--- config.mk ---
export PLATFORM = sky130hd
export DESIGN_NAME = rrfmc_cell
export DESIGN_NICKNAME = d
export VERILOG_FILES = /design/src/design/rrfmc_pkg.sv /design/src/design/rrfmc_cell.sv
export SDC_FILE = /design/constraint.sdc
export NUM_CORES = 1
export LEC_CHECK = 0
export ABC_CLOCK_PERIOD_IN_PS = 7200
export BUFFER_PORTS_ARGS = -buffer_cell sky130_fd_sc_hd__buf_4
export CORE_UTILIZATION = 53
export CTS_BUF_LIST = sky130_fd_sc_hd__clkbuf_8
export DETAILED_ROUTE_END_ITERATION = 8
export GPL_TIMING_DRIVEN = 0
export PLACE_DENSITY = 0.78
export SYNTH_ARGS = -nofsm -noshare
export SYNTH_HDL_FRONTEND = slang
export SYNTH_SLANG_ARGS = --single-unit
--- constraint.sdc ---
create_clock -name clk -period 7.2 [get_ports clk]
set_clock_uncertainty 0.15 [all_clocks]
set_input_delay 0.36 -clock clk [delete_from_list [all_inputs] [get_ports clk]]
set_output_delay 0.36 -clock clk [all_outputs]
set_load 0.01 [all_outputs]
--- src/design/rrfmc_pkg.sv ---
// rrfmc_pkg: shared types and constants of the range rule classifier
// holds op codes, register indexes, fixed widths and the token handed along the cell chain
// no dependencies
package rrfmc_pkg;

	// fixed field widths
	localparam int unsigned VAL_W      = 16;
	localparam int unsigned COORD_W    = 12;
	localparam int unsigned DIM_W      = 13;
	localparam int unsigned MASK_W     = 9;
	localparam int unsigned CLASS_W    = 8;
	localparam int unsigned RULE_IDX_W = 4;
	localparam int unsigned NUM_BOUNDS = 8;
	localparam int unsigned BIDX_W     = 3;
	localparam int unsigned NUM_VALS   = 4;

	// latitude math: 90.0 and 180.0 in Q8.8, dividend row * span
	localparam int unsigned LAT_W    = 17;
	localparam logic [LAT_W-1:0] LAT_TOP  = 17'd23040;
	localparam logic [LAT_W-1:0] LAT_SPAN = 17'd46080;
	localparam int unsigned PROD_W   = 28;
	localparam int unsigned QUOT_W   = 16;

	// divider: quotient bits retired per cycle
	localparam int unsigned DIV_STEPS  = 2;
	localparam int unsigned DIV_CYCLES = QUOT_W / DIV_STEPS;
	localparam int unsigned DIV_CNT_W  = $clog2(DIV_CYCLES);

	// mask bit that makes a rule match everything
	localparam int unsigned MATCH_ALL_BIT = 8;

	// item op codes
	typedef enum logic [1:0] {
		OP_CLEAR    = 2'd0,
		OP_APPEND   = 2'd1,
		OP_BOUND    = 2'd2,
		OP_CLASSIFY = 2'd3
	} op_t;

	// configuration register indexes
	typedef enum logic [0:0] {
		REG_MAP_WIDTH  = 1'b0,
		REG_MAP_HEIGHT = 1'b1
	} reg_idx_t;

	// sample token moving down the cell chain
	typedef struct packed {
		logic                             valid;
		logic                             resolved;
		logic                             matched;
		logic [CLASS_W-1:0]               class_code;
		logic [RULE_IDX_W-1:0]            rule_index;
		logic [NUM_VALS-1:0][VAL_W-1:0]   vals;
	} tok_t;

	// rule table write controls broadcast to every cell
	typedef struct packed {
		logic                hdr_wr;
		logic                bnd_wr;
		logic [MASK_W-1:0]   rule_mask;
		logic [CLASS_W-1:0]  rule_class;
		logic [BIDX_W-1:0]   bound_index;
		logic [VAL_W-1:0]    bound_value;
	} rule_wr_t;

endpackage

--- src/design/rrfmc_cell.sv ---
// rrfmc_cell: one rule slot of the classifier chain
// holds mask, class and eight bounds; checks the passing token and hands it on
// depends on rrfmc_pkg
module rrfmc_cell #(
	parameter int unsigned INDEX = 0,
	parameter int unsigned CNT_W = 5
) (
	input  logic                    clk,
	input  logic                    arst_n,
	input  logic [CNT_W-1:0]        rule_count,
	input  rrfmc_pkg::rule_wr_t     wr,
	input  rrfmc_pkg::tok_t         tok_in,
	output rrfmc_pkg::tok_t         tok_out
);

	localparam logic [CNT_W-1:0] SLOT     = CNT_W'(INDEX);
	localparam logic [CNT_W-1:0] SLOT_NXT = CNT_W'(INDEX + 1);
	localparam logic [31:0]      IDX32    = 32'(INDEX);

	logic [rrfmc_pkg::MASK_W-1:0]                            mask_q;
	logic [rrfmc_pkg::CLASS_W-1:0]                           class_q;
	logic [rrfmc_pkg::NUM_BOUNDS-1:0][rrfmc_pkg::VAL_W-1:0]  bound_q;
	rrfmc_pkg::tok_t                                         tok_q;
	logic                                                    active;
	logic                                                    holds;

	assign active = SLOT < rule_count;

	// rule header lands in the slot at the fill count, bounds go to the last rule
	always_ff @(posedge clk) begin
		if (wr.hdr_wr && rule_count == SLOT) begin
			mask_q  <= wr.rule_mask;
			class_q <= wr.rule_class;
		end
		if (wr.bnd_wr && rule_count == SLOT_NXT) begin
			bound_q[wr.bound_index] <= wr.bound_value;
		end
	end

	// even bounds are minimums, odd bounds maximums
	always_comb begin
		holds = 1'b1;
		for (int b = 0; b < rrfmc_pkg::NUM_BOUNDS; b++) begin
			if (mask_q[b]) begin
				if ((b % 2) == 0) begin
					if ($signed(tok_in.vals[b/2]) < $signed(bound_q[b])) begin
						holds = 1'b0;
					end
				end else begin
					if ($signed(tok_in.vals[b/2]) > $signed(bound_q[b])) begin
						holds = 1'b0;
					end
				end
			end
		end
		if (mask_q[rrfmc_pkg::MATCH_ALL_BIT]) begin
			holds = 1'b1;
		end
	end

	// token register, first match wins
	always_ff @(posedge clk or negedge arst_n) begin
		if (!arst_n) begin
			tok_q <= '0;
		end else begin
			tok_q.valid <= tok_in.valid;
			tok_q.vals  <= tok_in.vals;
			if (!tok_in.resolved && active && holds) begin
				tok_q.resolved   <= 1'b1;
				tok_q.matched    <= 1'b1;
				tok_q.class_code <= class_q;
				tok_q.rule_index <= IDX32[rrfmc_pkg::RULE_IDX_W-1:0];
			end else begin
				tok_q.resolved   <= tok_in.resolved;
				tok_q.matched    <= tok_in.matched;
				tok_q.class_code <= tok_in.class_code;
				tok_q.rule_index <= tok_in.rule_index;
			end
		end
	end

	assign tok_out = tok_q;

endmodule
* Yosys cells after proc, flatten, opt, wreduce, memory -nomap -nowiden *
Cells that the tools add are included.
Widths: inputs -> output; s select.

word-level totals
  bits in registers = 224
  output and inout bits = 79

cells by class
  reductions and logical operators = 7
  order comparisons = 11
  mux-type cells = 21
  equality and inequality tests = 1

operators with widths
  cell                count
  $bwmux 128          1
  $gt 16x16->1        4
  $lt 16x16->1        4
  $demux 16 s3        1
  $mux 1              17
  $mux 16             1
  $mux 14             1
  $eq 5x1->1 const B  1
  $logic_and 1x1->1   5
  $logic_not 5->1     1
  $lt 1x5->1 const A  1
  $lt 3x4->1 const B  1
  $ge 3x1->1 const B  1
  $logic_not 1->1     1

* Logic depth before layout (Yosys ltp) *
  depth in word-level cells = 20
  depth in mapped cells = 11

* Worst setup path after synthesis *
OpenSTA, ideal clock, no wires.

  kind = input to register
  start point = in tok_in[63] in the netlist's numbering
  end point = reg tok_q (netlist bit tok_out[72])
  data arrival time = 2,819 ps
  cell stages on the path = 10
  path buffers = 1
  slack = 4,105 ps
  cell sequence = ha_1 -> and4_1 -> and2_1 -> a22o_1 -> nor4_1 -> mux2_2 -> a211oi_1 -> a41oi_4 -> buf_6 -> mux2_4

on the way
  longest elaborated chain between the ends = 8
  elaborated cells between the ends (all ways) = 9
  classes of those cells = 2 x order compare; 6 x mux; 1 x reduce/logical

ends and longest elaborated chain
  item                   line              text
  start, declared        rrfmc_cell.sv:12  input rrfmc_pkg::tok_t tok_in,
  $lt 16x16->1           rrfmc_cell.sv:46  if ($signed(tok_in.vals[b/2]) < $signed(bound_q[b])) begin
  $mux 1                 rrfmc_cell.sv:46
  $mux 1                 rrfmc_cell.sv:44  if (mask_q[b]) begin
  $mux 1                 rrfmc_cell.sv:50  if ($signed(tok_in.vals[b/2]) > $signed(bound_q[b])) begin
  $mux 1 (*)             rrfmc_cell.sv:44
  $mux 1 (*)             rrfmc_cell.sv:56  if (mask_q[rrfmc_pkg::MATCH_ALL_BIT]) begin
  $logic_and 1x1->1 (*)  rrfmc_cell.sv:68  if (!tok_in.resolved && active && holds) begin
  $mux 14 (*)            rrfmc_cell.sv:68
  end, declared          rrfmc_cell.sv:23  rrfmc_pkg::tok_t tok_q;

Mark *: on every way between the ends. The rest lies on a longest branch, timed or not.
A chain may end at the register's enable or synchronous reset.

* Final worst setup path *
Same ends and word-level chain as after synthesis.

==> impl_metrics.csv <==
group,metric,value,unit
run_status,outcome,"complete, but fails checks",
run_status,violations,"DRC",
die,die_x,139,microns
die,rows,49,
global_routing,antenna_found_initial,0,
global_routing,grt_pass1_wl,38100,microns
clocking,cts.sinks,224,
global_routing,overflow,0,
synth,syn-cell-area,9890,sq um
worst_setup_path,start_kind,"primary input",
timing,post-route-period-util,53.9,%
worst_setup_path,crit_slowest_cell,"dlygate4sd3_1",
worst_setup_path,cp_slowest_stage_delay,0.55,ns
power,p_per_area,205,nW/um^2
placed_design,pre_cts_ws,3.38,ns
timing,timing.setup.tns,0,ns
layout,drive_gt1_share,25.5,%
synth,ys_ff_latch,224,
layout,nNetsFinal,1316,
layout,area_delta_synth_final,37.5,%
routing,drt-wirelength-per-cell,18.4,microns
worst_setup_path,critPathArrivalTime,4.13,ns
synth,syn_avg_cell_area,13.9,sq um
die,die_h,139,microns
die,core_area,18100,sq um
clocking,clk_pin_slew,0.06,ns
routing,drt-total-wl,24500,microns
timing,rsz0062_at_grt,"false",
synth,ys_seq_area_share,64.0,%
worst_setup_path,endpoint_kind,"register",
timing,hold_viol_final,0,
timing,fin_hold_ws,0.0875,ns
global_routing,grt_pass1_vias,7366,
layout,diodes,0,
timing,fin_ws,3.32,ns
die,initial_core_util,54.5,%
synth,synth_edf_count,145,
routing,first_pass_iters,7,
synth,syn_nets,958,
worst_setup_path,cp.required,7.45,ns
clocking,cts_buffers,38,
timing,maxSlewViolCount,0,
synth,synth_cells,710,
worst_setup_path,worst-path-max-fanout,10,
routing,vias,6900,
worst_setup_path,path_delay_family,"compound AO/OA/AOI/OAI gates",
global_routing,grt_use_total,26.5,%
run,max-cap-violations,0,
synth,ys.flop_type,"edfxtp_1",
routing,ant_nets,0,
clocking,clockBufferDepth,3,
placed_design,port_buffers,202,
power,ir_drop,147,uV
synth,yosys_warnings,0,
power,leakagePower,0.00632,uW
clocking,clk_latency,0.53,ns
power,total_power,2790,uW
min_path,worstHoldPathType,"in2reg",
placed_design,place_congestion,0.798,
layout,fin_util,75.0,%
timing,fmax,258,MHz
die,design.portCount,203,
placed_design,dpl.hpwl,15600,microns
die,dieArea,19200,sq um
timing,setup_violations,0,
worst_setup_path,worstPathCellList,"dlygate4sd3_1, buf_4, ha_1, and4_1, and2_1, a22o_1, nor4_1, mux2_2, a211oi_1, a41oi_4, buf_6, mux2_4",
clocking,tritoncts,"yes",
synth,async_reset_ff_share,35.3,%
routing,via_per_inst,5.20,
routing,first_iter_violations,347,
synth,synth_cell_types,47,
routing,drc,9,
global_routing,grt_start_max_net_pins,80,
clocking,cts-root-buf,"clkbuf_8",
worst_setup_path,worst-path-buf-inv,3,
worst_setup_path,path_class,"in2reg",
timing,period_minus_slack,3.88,ns
timing,slew_headroom,10.6,%
clocking,htree_levels,2,
timing,worst_pin_slew,1.34,ns
-- per-layer routing --
layer	part of all wire (%)	vias up	global-route usage, %
li1	-	3261	-
met5	0	-	0
met1	40	3331	30.9
met2	51	236	47.2
met4	4.1	0	12.7
met3	5.0	72	4.94
-- where the power goes --
group          internal, uW  switching [uW]
Sequential             1400            8.46
Clock                   577             516
Combinational           157             135
-- logic make-up (layout without fill, tap and decap cells) --
kind of cell               count (synthesis)  after routing  share of synthesized area, %
AOI/OAI and AO/OA                        104            104                          7.12
and+or+nand+nor                          110            110                          6.19
DFF                                      224            224                          64.0
muxes                                     15             15                          1.86
adders and majority gates                124            124                          15.7
buffers and inverters                    133            521                          5.12
-- final timing paths --
check	cells past startpoint	slack [ns]	from	end
min reg2reg	1	0.33	class_q[0]$_DFFE_PP_	tok_out[68]$_DFF_PN0_
max reg2reg	11	3.50	bound_q[127]$_DFFE_PP_	tok_out[72]$_DFF_PN0_
max	12	3.32	tok_in[63]	tok_out[72]$_DFF_PN0_
max in group asynchronous	2	5.82	arst_n	tok_out[45]$_DFF_PN0_
min	2	0.09	wr[17]	bound_q[29]$_DFFE_PP_
min in group asynchronous	2	0.41	arst_n	tok_out[0]$_DFF_PN0_
-- state kept, by name, indices dropped and copies added (netlist names) --
signal,count
mask_q,9
bound_q,128
tok_out,79
class_q,8
-- final cells by class --
class / count / area (sq um)
clock buffers: 46 / 633
clock inverters: 24 / 93.8
repair buffers: 318 / 2680
fillers: 1120 / 4550
multi-input cells: 353 / 3070
well taps: 229 / 287
plain buffers: 1 / 11.3
inverters: 132 / 495
flip-flops and latches: 224 / 6330
-- worst reg2reg max path, delay by kind of cell, from the launching register on --
family / cells / cell delay, ns
DFF: 1 / 0.35
buffers and inverters: 2 / 0.29
AOI/OAI and AO/OA: 3 / 1.00
and+or+nand+nor: 3 / 0.81
adders and majority gates: 1 / 0.26
muxes: 2 / 0.70
-- repair_timing --
action,in CTS,in global routing
hold buffers,113,0
buffers inserted,0,0
gates resized for setup,0,0
endpoints found under the hold margin,303,0
-- per-stage QoR --
stage	instance area, sq um	std cells
3_5_place_dp	11700	1143
3_3_place_gp	11700	1141
2_1_floorplan	9890	710
5_1_grt	13600	1327
6_report	13600	1327
4_1_cts	13600	1326
-- synthesized netlist by cell type (7+ instances only) --
library cell  number  area [sq um]
mux2_2             7          78.8
o21ai_0           16          80.1
and4_1             8          70.1
nor2b_1            7          43.8
dfrtp_1           79          1980
ha_1             124          1550
nor2_1            18          67.6
inv_1            132           495
nand2_1           23          86.3
nand2b_1           8          50.1
edfxtp_1         145          4350
a21oi_1           43           215
nand3_1           10          50.1
a21o_1             7          52.6
nand4_1           12          75.1
-- cell usage in the layout, fill, tap and decap left out, types with 3 or more instances in the layout --
cell type	synthesis	layout
a2111oi_0	5	5
a211oi_1	5	5
a21o_1	7	7
a21oi_1	43	43
a31oi_1	3	3
and2_1	3	3
and2_2	4	4
and4_1	8	8
buf_4	0	202
buf_6	1	4
clkbuf_8	0	46
clkinv_2	0	3
dfrtp_1	79	79
dlygate4sd3_1	0	113
edfxtp_1	145	145
ha_1	124	124
inv_1	132	153
mux2_2	7	7
mux2_4	5	5
mux2i_1	3	3
nand2_1	23	23
nand2b_1	8	8
nand3_1	10	10
nand4_1	12	12
nor2_1	18	15
nor2_2	0	3
nor2b_1	7	7
nor3_1	5	3
nor4_1	4	4
o211ai_1	4	4
o21ai_0	16	16
o31ai_1	3	3
(Power assumes the default switching activity.)
