File: src/design/rrfmc_pkg.sv
// rrfmc_pkg: shared types and constants of the range rule classifier
// holds op codes, register indexes, fixed widths and the token handed along the cell chain
// no dependencies
package rrfmc_pkg;

	// fixed field widths
	localparam int unsigned VAL_W      = 16;
	localparam int unsigned COORD_W    = 12;
	localparam int unsigned DIM_W      = 13;
	localparam int unsigned MASK_W     = 9;
	localparam int unsigned CLASS_W    = 8;
	localparam int unsigned RULE_IDX_W = 4;
	localparam int unsigned NUM_BOUNDS = 8;
	localparam int unsigned BIDX_W     = 3;
	localparam int unsigned NUM_VALS   = 4;

	// latitude math: 90.0 and 180.0 in Q8.8, dividend row * span
	localparam int unsigned LAT_W    = 17;
	localparam logic [LAT_W-1:0] LAT_TOP  = 17'd23040;
	localparam logic [LAT_W-1:0] LAT_SPAN = 17'd46080;
	localparam int unsigned PROD_W   = 28;
	localparam int unsigned QUOT_W   = 16;

	// divider: quotient bits retired per cycle
	localparam int unsigned DIV_STEPS  = 2;
	localparam int unsigned DIV_CYCLES = QUOT_W / DIV_STEPS;
	localparam int unsigned DIV_CNT_W  = $clog2(DIV_CYCLES);

	// mask bit that makes a rule match everything
	localparam int unsigned MATCH_ALL_BIT = 8;

	// item op codes
	typedef enum logic [1:0] {
		OP_CLEAR    = 2'd0,
		OP_APPEND   = 2'd1,
		OP_BOUND    = 2'd2,
		OP_CLASSIFY = 2'd3
	} op_t;

	// configuration register indexes
	typedef enum logic [0:0] {
		REG_MAP_WIDTH  = 1'b0,
		REG_MAP_HEIGHT = 1'b1
	} reg_idx_t;

	// sample token moving down the cell chain
	typedef struct packed {
		logic                             valid;
		logic                             resolved;
		logic                             matched;
		logic [CLASS_W-1:0]               class_code;
		logic [RULE_IDX_W-1:0]            rule_index;
		logic [NUM_VALS-1:0][VAL_W-1:0]   vals;
	} tok_t;

	// rule table write controls broadcast to every cell
	typedef struct packed {
		logic                hdr_wr;
		logic                bnd_wr;
		logic [MASK_W-1:0]   rule_mask;
		logic [CLASS_W-1:0]  rule_class;
		logic [BIDX_W-1:0]   bound_index;
		logic [VAL_W-1:0]    bound_value;
	} rule_wr_t;

endpackage

File: src/design/rrfmc_div.sv
// rrfmc_div: iterative latitude divider, floor(row * 46080 / height)
// retires two quotient bits per cycle with a restoring subtract
// depends on rrfmc_pkg
module rrfmc_div (
	input  logic                                clk,
	input  logic                                arst_n,
	input  logic                                load,
	input  logic [rrfmc_pkg::COORD_W-1:0]       row,
	input  logic [rrfmc_pkg::DIM_W-1:0]         height,
	output logic                                done,
	output logic [rrfmc_pkg::QUOT_W-1:0]        quotient
);

	logic                                  run_q;
	logic                                  done_q;
	logic [rrfmc_pkg::DIV_CNT_W-1:0]       cnt_q;
	logic [rrfmc_pkg::DIM_W-1:0]           rem_q;
	logic [rrfmc_pkg::QUOT_W-1:0]          shf_q;
	logic [rrfmc_pkg::PROD_W-1:0]          prod;
	logic [rrfmc_pkg::DIM_W-1:0]           rem_nxt;
	logic [rrfmc_pkg::QUOT_W-1:0]          shf_nxt;

	// dividend; the top bits of the quotient are known zero since row < height
	assign prod = rrfmc_pkg::PROD_W'(row) * rrfmc_pkg::PROD_W'(rrfmc_pkg::LAT_SPAN);

	// restoring steps, dividend bits shift out as quotient bits shift in
	always_comb begin
		logic [rrfmc_pkg::DIM_W:0] t;
		rem_nxt = rem_q;
		shf_nxt = shf_q;
		for (int k = 0; k < rrfmc_pkg::DIV_STEPS; k++) begin
			t = {rem_nxt, shf_nxt[rrfmc_pkg::QUOT_W-1]};
			shf_nxt = {shf_nxt[rrfmc_pkg::QUOT_W-2:0], 1'b0};
			if (t >= {1'b0, height}) begin
				t = t - {1'b0, height};
				shf_nxt[0] = 1'b1;
			end
			rem_nxt = t[rrfmc_pkg::DIM_W-1:0];
		end
	end

	// step control
	always_ff @(posedge clk or negedge arst_n) begin
		if (!arst_n) begin
			run_q  <= 1'b0;
			done_q <= 1'b0;
			cnt_q  <= '0;
		end else begin
			done_q <= 1'b0;
			if (load) begin
				run_q <= 1'b1;
				cnt_q <= '0;
			end else if (run_q) begin
				cnt_q <= cnt_q + 1'b1;
				if (cnt_q == rrfmc_pkg::DIV_CNT_W'(rrfmc_pkg::DIV_CYCLES - 1)) begin
					run_q  <= 1'b0;
					done_q <= 1'b1;
				end
			end
		end
	end

	// datapath
	always_ff @(posedge clk) begin
		if (load) begin
			rem_q <= {1'b0, prod[rrfmc_pkg::PROD_W-1:rrfmc_pkg::QUOT_W]};
			shf_q <= prod[rrfmc_pkg::QUOT_W-1:0];
		end else if (run_q) begin
			rem_q <= rem_nxt;
			shf_q <= shf_nxt;
		end
	end

	assign done     = done_q;
	assign quotient = shf_q;

endmodule

File: config.mk
export PLATFORM = sky130hd
export DESIGN_NAME = rrfmc_div
export DESIGN_NICKNAME = d
export VERILOG_FILES = /design/src/design/rrfmc_pkg.sv /design/src/design/rrfmc_div.sv
export SDC_FILE = /design/constraint.sdc
export NUM_CORES = 1
export LEC_CHECK = 0
export ABC_AREA = 1
export BUFFER_PORTS_ARGS = -buffer_cell sky130_fd_sc_hd__buf_2
export CAP_MARGIN = 20
export CORE_MARGIN = 2
export CORE_UTILIZATION = 45
export DETAILED_ROUTE_END_ITERATION = 6
export PLACE_DENSITY = 0.63
export SETUP_SLACK_MARGIN = 0.3
export SYNTH_ARGS = -nofsm -noshare
export SYNTH_HDL_FRONTEND = slang
export SYNTH_SLANG_ARGS = --single-unit
File: constraint.sdc
create_clock -name clk -period 3.7 [get_ports clk]
set_input_delay 0.925 -clock clk [delete_from_list [all_inputs] [get_ports clk]]
set_output_delay 0.925 -clock clk [all_outputs]
set_load 0.03 [all_outputs]
Word-level counts from Yosys, hierarchy flattened --
Cells that the tools add are included.
Storage, ports and cells: flip-flop bits (word level) 34, latch bits 0, memory bits (writable) 0, memory bits (read-only) 0, output and inout port bits 17, memories 0
Cells by class: add/sub/neg operators 3, $mul 1, divide/modulo/power cells 0, magnitude comparators 2, equal/unequal tests 1, shift-type cells 0, mux-type cells 16, bitwise gates (word level) 0, reductions and logical operators 1
Operators with widths (number):
- 16-bit two-way mux | 2
- 14-bit by 13-bit >= comparator with 1-bit output | 2
- 13-bit two-way mux | 2
- 13-bit subtractor | 2
- 12-bit two-way mux | 2
- 12-bit by 6-bit multiplier with 18-bit output, second input constant | 1
- 1-bit two-way mux | 8
- 3-bit two-way mux | 2
- 3-bit by 1-bit adder with 3-bit output, second input constant | 1
- 3-bit == test, second input constant | 1
- 2-bit nonzero test | 1

Longest topological paths before layout --
word-level depth 6, gate-level depth with buffers 27

Worst setup path after synthesis --
OpenSTA, ideal clock, no wires.
kind input-to-reg, start input port height[0] (netlist name), end register rem_q[5] (netlist name) (data pin), setup time 0.256 ns, data arrival time 3.576 ns, data required time 3.444 ns, setup slack -0.132 ns, stages on the path 23, path buffers 2, path through ha_1 -> fa_1 -> inv_1 -> nand2_2 -> nand3_4 -> nand2_4 -> nand3_4 -> buf_6 -> nand2_1 -> nand2_1 -> inv_1 -> ha_1 -> a21oi_1 -> o21ai_2 -> nand2_1 -> nand3_1 -> nand2_1 -> nand2_1 -> nor2_4 -> buf_6 -> nand3_1 -> nand3_2 -> nand2_1
Between the ends: word-level cells in the longest chain between the ends 6, elaborated cells on any way between the ends 8, those cells by class add/sub: 2; order compare: 2; mux: 4
Ends and longest elaborated chain:
- from (decl) | RTL line rrfmc_div.sv:9 | input logic [rrfmc_pkg::DIM_W-1:0] height,
- 13-bit subtractor or 14-bit by 13-bit >= comparator with 1-bit output (tied branches) | RTL line rrfmc_div.sv:35, rrfmc_div.sv:34
- 13-bit two-way mux | RTL line rrfmc_div.sv:34 | if (t >= {1'b0, height}) begin
- 13-bit subtractor or 14-bit by 13-bit >= comparator with 1-bit output (tied branches) | RTL line rrfmc_div.sv:35, rrfmc_div.sv:34
- 13-bit two-way mux * | RTL line rrfmc_div.sv:34
- 12-bit two-way mux * | RTL line rrfmc_div.sv:68 | end else if (run_q) begin
- 12-bit two-way mux * | RTL line rrfmc_div.sv:65 | if (load) begin
- to (signal assigned) | RTL line rrfmc_div.sv:66 | rem_q <= {1'b0, prod[rrfmc_pkg::PROD_W-1:rrfmc_pkg::QUOT_W]};
- to (signal assigned) | RTL line rrfmc_div.sv:69 | rem_q <= rem_nxt;
- to (decl) | RTL line rrfmc_div.sv:17 | logic [rrfmc_pkg::DIM_W-1:0] rem_q;
Every way passes the cells marked *; elsewhere a longest branch is shown, timed or not. The select of a mux whose other input is x is not followed. A chain may end at the register's enable or synchronous reset.

Worst setup path after layout --
start input port height[9] (netlist name), end register rem_q[7] (netlist name) (data pin)
Between the ends: word-level cells in the longest chain between the ends 6, elaborated cells on any way between the ends 8, those cells by class add/sub: 2; order compare: 2; mux: 4
Ends and longest elaborated chain (RTL line):
- 14-bit by 13-bit >= comparator with 1-bit output or 13-bit subtractor (tied branches) | rrfmc_div.sv:34, rrfmc_div.sv:35
- 13-bit two-way mux | rrfmc_div.sv:34
- 13-bit subtractor or 14-bit by 13-bit >= comparator with 1-bit output (tied branches) | rrfmc_div.sv:35, rrfmc_div.sv:34
- 13-bit two-way mux * | rrfmc_div.sv:34
- 12-bit two-way mux * | rrfmc_div.sv:68
- 12-bit two-way mux * | rrfmc_div.sv:65
Marked as above.

==> results.py <==
metrics = {
    "outcome": {
        "outcome": "finished, violations left",
        "violations": "negative setup slack",
    },
    "drt": {
        "ant_nets": 0,
        "vias": 5078,
        "avgViaCountPerCell": 5.04,
        "drt-initial-drc-count": 233,
        "dr.pass1.iters": 4,
        "routed_wirelength_mm": 14.8,
        "avgRoutedWirePerCell_microns": 14.6,
        "drc_errors": 0,
    },
    "timing": {
        "worstMarginPinSlew_ns": 0.887,
        "skew_ns": 0.00768,
        "slew_headroom_pct": 40.8,
        "period_share_pct": 101,
        "whs_ns": 0.424,
        "hold_violations": 0,
        "finalCriticalPeriod_ns": 3.75,
        "slew_viol_final": 0,
        "finalWorstSetupSlack_ns": -0.0538,
        "tns_ns": -0.410,
        "fmax_mhz": 266,
        "grt_setup_unrepaired": "true",
        "setup_viol": 11,
    },
    "place": {
        "portBuffers": 44,
        "place_inst": 968,
        "hpwlAfterDp_mm": 11.7,
        "place.gp.congestion": 0.959,
    },
    "synthesis": {
        "avgSynthCellArea_sq_um": 7.19,
        "synth-seq-cells": 34,
        "yosys-top-cells-count": "157 x nand2_1, 137 x inv_1, 61 x ha_1",
        "yosysUniqueCellTypes": 39,
        "synth_compound_area_share_pct": 9.45,
        "yosys.area_share.simple_pct": 30.4,
        "synthCells": 685,
        "synth_nets": 794,
        "synthMuxAreaShare_pct": 0,
        "synth_seq_area_share_pct": 18.0,
        "synth_top_cell_area_share_pct": 15.5,
        "synthAdderAreaFrac_pct": 23.6,
        "synth_ff_type": "edfxtp_1",
        "synth_xor_area_share_pct": 3.38,
        "yosys.area.top_type": "ha_1",
        "synth_area_leaders": "ha_1 15%, nand2_1 12%, edfxtp_1 11%",
        "synth_edf_count": 18,
        "ys_warn_count": 0,
        "yosysMostFrequentCell": "nand2_1",
        "synthArstFlopShare_pct": 14.7,
        "synth_top_family_by_area": "simple AND/OR/NAND/NOR gates",
        "syn_area_sq_um": 4920,
    },
    "global_routing": {
        "grt_use_total_pct": 25.9,
        "antenna_found_initial": 0,
        "grt_max_degree": 23,
        "grt_pass1_vias": 5177,
        "overflow": 0,
        "grt_pass1_wl_mm": 24.0,
    },
    "cts": {
        "holdBufCountCts": 0,
        "cts.sinks": 34,
        "clk_latency_ns": 0.29,
        "clk_pin_slew_ns": 0.08,
        "cts-root-buf": "clkbuf_8",
        "htree_levels": 2,
        "cts_buffer_depth": 2,
        "cts_tree": "built",
        "cts_made_buffers": 5,
    },
    "worst_setup_path": {
        "crit_path_cell_trace": "buf_6, clkinvlp_4, ha_4, nand2_4, inv_4, nand2_2, nand2_2, a21oi_4, nand3_4, buf_6, nand2_1, nand2_2, inv_2, ha_4, a21oi_2, o21ai_1, a21oi_1, xor2_1, nand2_2, nand3_2, nand2_1",
        "cp_max_fo": 7,
        "worstSetupPathType": "in -> reg",
        "cpLargestDelayFamily": "compound AO/OA/AOI/OAI gates",
        "arrival_ns": 3.80,
        "end_kind": "register",
        "critPathLaunchType": "primary input",
        "required_ns": 3.75,
        "cp_num_buf_inv": 5,
        "cp_slowest_stage_delay_ns": 0.32,
        "cp_common_cell": "nand2_2",
        "critPathSlowestCell": "xor2_1",
    },
    "cells_and_area": {
        "fin_cells": 1008,
        "nets": 976,
        "area_growth_pct": 47.1,
        "antenna-diode-count": 0,
        "layout-drive-gt1-share_pct": 44.5,
    },
    "floorplan": {
        "initial_core_util_pct": 45.8,
        "rows": 38,
        "dieArea_sq_um": 11800,
        "die_width_microns": 109,
        "coreArea_sq_um": 10700,
        "num_io_pins": 45,
        "die_h_microns": 109,
    },
    "hold_path": {
        "hold_class": "in -> async",
    },
    "job": {
        "maxCapViolCount": 0,
    },
}
[metrics by stage]
stage	area [sq um]	setup WS, ns	utilization (%)
after floorplan	5330	0.127	-
after global placement	6460	-0.399	60.1
after detailed placement	6460	-0.406	60.1
after CTS	7050	0.0636	65.6
after global routing	7240	-0.161	67.4
final	7240	-0.0538	67.4
[worst reg2reg max path: stages, from the launching register on]
cell,delay [ns]
edfxtp_1,0.52
ha_4,0.36
nand2_4,0.07
nor2_4,0.15
and2_4,0.17
nand2_4,0.06
buf_4,0.15
nand3_4,0.09
nand2_1,0.08
nand2_2,0.10
inv_2,0.05
ha_4,0.27
nand2_1,0.06
nor2_2,0.12
nand2_2,0.08
nor2_1,0.14
nand3_1,0.10
nand2_2,0.09
inv_1,0.05
nand2_2,0.08
nor2_4,0.04
buf_6,0.12
buf_12,0.13
nand3_1,0.08
nand3_2,0.09
nand2_1,0.10
[cell families (layout without fill, tap and decap cells)]
logic type | Yosys count | count (layout)
simple gates | 305 | 307
flops | 34 | 34
xor+xnor | 19 | 19
fa+ha+maj | 81 | 81
buf+inv | 169 | 350
compound gates | 77 | 77
[final cells by class]
class | count | area (sq um)
clock inverter | 3 | 68.8
timing repair buffer | 199 | 1470
multi-input combinational | 484 | 4020
clock buffer | 5 | 68.8
inverter | 143 | 553
tap | 140 | 175
fill | 879 | 3500
sequential | 34 | 886
[registers in the layout, summed over array words and instances (netlist names)]
signal,flops
cnt_q,3
done,1
run_q,1
rem_q,13
quotient,16
[layer usage]
layer / track usage (%) / up-vias / wire [microns]
li1: - / 2555 / -
met1: 29.3 / 2371 / 5950
met2: 49.4 / 112 / 7750
met3: 2.51 / 40 / 464
met4: 10.3 / 0 / 588
met5: 0 / - / 0
[placed cells by master, fill, tap and decap left out, types with 5 or more instances in the layout]
| cell | synthesis | routed |
|---|---|---|
| a21o_1 | 5 | 5 |
| a21oi_1 | 25 | 18 |
| a21oi_2 | 2 | 7 |
| a22o_1 | 5 | 5 |
| buf_2 | 0 | 41 |
| buf_4 | 17 | 143 |
| buf_6 | 5 | 13 |
| clkbuf_8 | 0 | 5 |
| dfrtp_1 | 5 | 5 |
| dfxtp_1 | 11 | 11 |
| edfxtp_1 | 18 | 18 |
| fa_1 | 20 | 18 |
| ha_1 | 61 | 33 |
| ha_4 | 0 | 28 |
| inv_1 | 137 | 113 |
| inv_2 | 6 | 25 |
| nand2_1 | 157 | 119 |
| nand2_2 | 17 | 49 |
| nand2_4 | 1 | 7 |
| nand3_1 | 50 | 33 |
| nand3_2 | 8 | 22 |
| nand3_4 | 5 | 10 |
| nand4_1 | 14 | 14 |
| nor2_1 | 37 | 32 |
| nor2_4 | 5 | 8 |
| o21ai_0 | 21 | 14 |
| o21ai_1 | 0 | 6 |
| o22ai_1 | 10 | 10 |
| xnor2_1 | 11 | 9 |
| xor2_1 | 8 | 7 |
[timing repair]
item | CTS | global route
buffers inserted | 20 | 8
endpoints found under the setup margin | 14 | 14
gates cloned | 3 | 1
pin swaps | 37 | 43
resized for setup | 69 | 35
[path summary, 6_finish.rpt]
kind	start	slack [ns]	to	cells past startpoint
setup / recovery	height[9]	-0.05	rem_q[7]	21
hold / removal	arst_n	0.42	done	1
max in group asynchronous	arst_n	3.14	cnt_q[2]	1
min in group clk	quotient[5]	0.49	quotient[7]	2
setup reg to reg	rem_q[11]	0.23	rem_q[4]	25
hold reg to reg	quotient[5]	0.49	quotient[7]	2
Power is left out: the tool's default activity adds up to more than one toggle a clock period on the data nets, which glitch-free logic cannot reach.
